[config.mk]
export PLATFORM = sky130hd
export DESIGN_NAME = mlfd_store
export DESIGN_NICKNAME = d
export VERILOG_FILES = /design/src/hdl/mlfd_store.sv
export SDC_FILE = /design/constraint.sdc
export NUM_CORES = 2
export LEC_CHECK = 0
export BUFFER_PORTS_ARGS = -buffer_cell sky130_fd_sc_hd__buf_2
export CORE_UTILIZATION = 57
export DETAILED_ROUTE_END_ITERATION = 7
export HOLD_SLACK_MARGIN = 0.08
export PLACE_DENSITY = 0.84
export SKIP_CTS_REPAIR_TIMING = 1
export SLEW_MARGIN = 20
export SYNTH_ARGS = -nofsm -noshare
export SYNTH_HDL_FRONTEND = slang
export SYNTH_SLANG_ARGS = --single-unit
[constraint.sdc]
create_clock -name i_clk -period 7.3 [get_ports i_clk]
set_input_delay 1.46 -clock i_clk [delete_from_list [all_inputs] [get_ports i_clk]]
set_output_delay 1.46 -clock i_clk [all_outputs]
set_load 0.005 [all_outputs]
[src/hdl/mlfd_store.sv]
// Entry store of the dispatcher: one write port, one registered read port.
// A read at the address written in the same cycle returns the new data.
// No package dependencies.
module mlfd_store #(
    parameter int DEPTH      = 64,
    parameter int ADDR_WIDTH = 6,
    parameter int DATA_WIDTH = 64
) (
    input  logic                  i_clk,
    input  logic                  i_wr_en,
    input  logic [ADDR_WIDTH-1:0] i_wr_addr,
    input  logic [DATA_WIDTH-1:0] i_wr_data,
    input  logic                  i_rd_en,
    input  logic [ADDR_WIDTH-1:0] i_rd_addr,
    output logic [DATA_WIDTH-1:0] o_rd_data
);

    logic [DATA_WIDTH-1:0] r_mem [DEPTH];
    logic [DATA_WIDTH-1:0] r_rd_data;
    logic [DATA_WIDTH-1:0] r_wr_data;
    logic                  r_bypass;

    always_ff @(posedge i_clk) begin
        if (i_wr_en) begin
            r_mem[i_wr_addr] <= i_wr_data;
        end
    end

    always_ff @(posedge i_clk) begin
        if (i_rd_en) begin
            r_rd_data <= r_mem[i_rd_addr];
            r_wr_data <= i_wr_data;
            r_bypass  <= i_wr_en && (i_wr_addr == i_rd_addr);
        end
    end

    assign o_rd_data = r_bypass ? r_wr_data : r_rd_data;

endmodule

==> results.yml <==
sta:
  timing.setup.tns_ps: 0
  hold_viol: 0
  rsz0062_at_grt: "false"
  finalWorstSetupSlack_ps: 2960
  fin_crit_ps: 4340
  clock.fmax_mhz: 230
  report.final.slew_viol_count: 0
  slew_headroom_pct: 13.0
  finalCritPeriodShare_pct: 59.4
  skew_ps: 98.4
  setup_viol: 0
  worst_pin_slew_ps: 1300
pwr:
  leakage_uw: 0.0561
  p_seq_share_pct: 52.3
  sw_frac_of_total_pct: 22.3
  vdd_drop_max_v: 0.000241
  combPwrFrac_pct: 4.9
  internal_power_uw: 40200
  switchingPower_uw: 11500
  p_clk_share_pct: 42.8
  powerDensity_nw_per_um2: 288
synthesis:
  yosysTopAreaCellShare_pct: 79.5
  synth_cells: 6802
  yosys.area.top_type: "edfxtp_1"
  synth_mux_area_share_pct: 15.8
  yosys_warnings: 0
  synth_edf_count: 4225
  synth_compound_area_share_pct: 2.18
  synth_top_flop_cell: "edfxtp_1"
  synth_fp_nets: 6881
  synthXorXnorAreaFrac_pct: 0.0329
  syn_area_um2: 160000
  synth_cell_type_count: 39
  yosysSeqAreaShare_pct: 79.5
  synthSimpleGateAreaFrac_pct: 1.34
  yosys-top-cells-area: "edfxtp_1, mux4_2, a22oi_1, mux2i_1, mux2_2"
  async_flop_share_pct: 0
  synth_top_family_by_area: "multiplexers"
  synth_fa_ha_area_share_pct: 0
  syn_area_per_cell_um2: 23.5
  synth_seq_cells: 4225
placed_design:
  place.gp.congestion: 0.853
  dpl.hpwl_um: 239000
  post-place-ws_ps: 2470
  portBuffers: 142
clock_network:
  cts_root_buf: "clkbuf_16"
  path_clk_slew_ps: 60
  cts_made_buffers: 396
  cts_tree: "done"
  cts_sinks: 4225
  clockBufferDepth: 4
  clk_latency_ps: 970
  htreeDepth: 5
final_layout:
  syn2layout_area_growth_pct: 12.7
  multi_input_area_um2: 31500
  nets: 7255
  final_layout_size_suffix_gt1_share_pct: 28.2
  regArea_um2: 127000
  fillers: 15500
setup_path:
  cpPeakStageDelay_ps: 730
  worstPathCellList: "buf_4 > mux2_2 > buf_2"
  r2r-start: "r_mem[58][31]$_DFFE_PP_"
  worstSetupPathType: "register to output port"
  slowest_stage: "buf_4"
  reg2regPathDepth: 5
  end_kind: "output port"
  cp-startpoint: "r_bypass$_DFFE_PP_"
  crit_buf_inv: 2
  cp.depth: 3
  critical_path_arrival_ps: 2880
  crit_family: "buffers and inverters"
  endpoint: "o_rd_data[23]"
  critPathLaunchType: "register"
  r2r_setup_slack_ps: 4820
  crit_required_ps: 5840
  path_max_fanout: 29
  timing.rr.end: "r_rd_data[31]$_DFFE_PP_"
global_route:
  grt_util_all_layers_pct: 36.5
  antenna_found_initial: 28
  grt_pass1_vias: 87900
  grt_max_degree: 116
  grt_pass1_wl_um: 700000
  overflow: 0
route:
  vias: 88400
  first_pass_iters: 8
  wl_met3_um: 80200
  dr.first_iter.drc_count: 16900
  wl_met2_um: 239000
  wirelength_met1_um: 148000
  routed_wirelength_um: 515000
  ant_nets: 0
  drc_errors: 0
  viasPerCell: 7.87
  route.top_layer_used: "met5"
  routedWlPerCell_um: 45.9
flow_run:
  maxCapViolCount: 0
floorplan:
  die_y_um: 531
  coreArea_um2: 277000
  pin_count: 143
  die_area_um2: 282000
  fp-row-count: 193
  die_w_um: 531
  start_util_pct: 57.5
outcome:
  status: "completed"
worst_hold_path:
  hp-class: "register to register"
-- how the worst min path moves through the flow --
| stage | slack [ps] | cells after the start | to | start |
|---|---|---|---|---|
| floorplan | 850 | 4 | r_rd_data[0]$_DFFE_PP_ | r_mem[36][0]$_DFFE_PP_ |
| detailed placement | 900 | 4 | r_rd_data[12]$_DFFE_PP_ | r_mem[32][12]$_DFFE_PP_ |
| global placement | 890 | 5 | r_rd_data[19]$_DFFE_PP_ | r_mem[22][19]$_DFFE_PP_ |
| global route | 980 | 4 | r_rd_data[40]$_DFFE_PP_ | r_mem[54][40]$_DFFE_PP_ |
| finish | 930 | 4 | r_rd_data[40]$_DFFE_PP_ | r_mem[53][40]$_DFFE_PP_ |
| CTS | 940 | 4 | r_rd_data[40]$_DFFE_PP_ | r_mem[53][40]$_DFFE_PP_ |
-- synthesized netlist by cell type, types with 11 or more instances --
library cell,n
edfxtp_1,4225
mux4_2,1024
a22oi_1,256
clkbuf_1,173
mux2i_1,147
buf_2,137
nand3_1,133
nor2_1,115
nand2_1,110
o22ai_1,81
mux2_2,67
a31oi_1,47
buf_4,34
buf_1,33
or3_1,33
o21a_1,29
o221ai_1,27
nor2b_1,22
a2bb2oi_1,19
inv_1,19
and3_1,16
a211oi_1,12
nand2b_1,11
-- logic make-up (layout without fill, tap and decap cells) --
logic type | Yosys count | count (layout)
flip-flops | 4225 | 4225
other | 0 | 20
AO/OA/AOI/OAI | 477 | 477
multiplexers | 1238 | 1238
buffers and inverters | 399 | 1093
AND/OR/NAND/NOR | 457 | 457
XOR/XNOR | 6 | 6
-- area by class of cell --
cell class,instances,share of cell area (%)
multi-input combinational,2178,17.5
timing repair buffer,356,1.86
sequential,4225,70.5
antenna,20,0.0278
clock inverter,261,1.75
inverter,19,0.0396
clock buffer,457,5.70
tap,3705,2.58
-- through the flow --
stage / area, µm² / total power, µW / cells / util [%] / hold WS [ps]
global placement: 166000 / 29800 / 10500 / 59.8 / 885
global route: 180000 / 52400 / 11200 / 64.8 / 984
floorplan: 160000 / 28800 / 6802 / - / 849
finish: 180000 / 51800 / 11200 / 64.8 / 935
detailed placement: 166000 / 29900 / 10500 / 59.8 / 896
CTS: 179000 / 51600 / 11200 / 64.7 / 942
-- state kept, by name, summed over array words and instances, names as in the netlist --
register and cells:
r_bypass 1, r_rd_data 64, r_wr_data 64, r_mem 4096
-- tightest hold or removal path: cells and delay by family (launching register included) --
kind	cells	cell delay [ps]
DFF	1	320
and+or+nand+nor	2	230
muxes	1	220
AOI/OAI and AO/OA	1	60
-- per-layer routing --
layer / global-route usage (%) / vias to the layer above
li1: - / 29900
met1: 43.6 / 44200
met2: 56.3 / 11400
met3: 11.0 / 2823
met4: 27.7 / 20
met5: 0 / -
-- layout by cell type, fill, tap and decap left out, types with 7 or more instances in the layout --
| master | count |
|---|---|
| nor2b_1 | 19 |
| diode_2 | 20 |
| clkinv_1 | 77 |
| clkinv_2 | 72 |
| buf_12 | 63 |
| nand2b_1 | 9 |
| clkbuf_16 | 401 |
| o221ai_1 | 27 |
| nor2_1 | 51 |
| o22ai_1 | 81 |
| buf_2 | 91 |
| nand2_1 | 107 |
| a211oi_1 | 12 |
| clkbuf_1 | 56 |
| edfxtp_1 | 4225 |
| clkinv_4 | 7 |
| mux4_2 | 1024 |
| clkinvlp_4 | 20 |
| buf_4 | 194 |
| a31oi_1 | 47 |
| nand3_1 | 133 |
| and3_1 | 16 |
| a2bb2oi_1 | 19 |
| bufinv_16 | 66 |
| o21a_1 | 29 |
| inv_1 | 19 |
| a22oi_1 | 256 |
| or3_1 | 33 |
| mux2i_1 | 147 |
| mux2_2 | 67 |
| inv_6 | 7 |
| nor2_4 | 65 |
-- power groups by stage --
stage | Sequential (µW) | Combinational, µW | Clock, µW
2_1_floorplan | 27500 | 1290 | 0
3_3_place_gp | 27500 | 2270 | 0
3_5_place_dp | 27600 | 2360 | 0
4_1_cts | 27100 | 2470 | 22000
5_1_grt | 27100 | 2590 | 22800
6_report | 27100 | 2560 | 22100
Power figures use the tool's default switching activity.
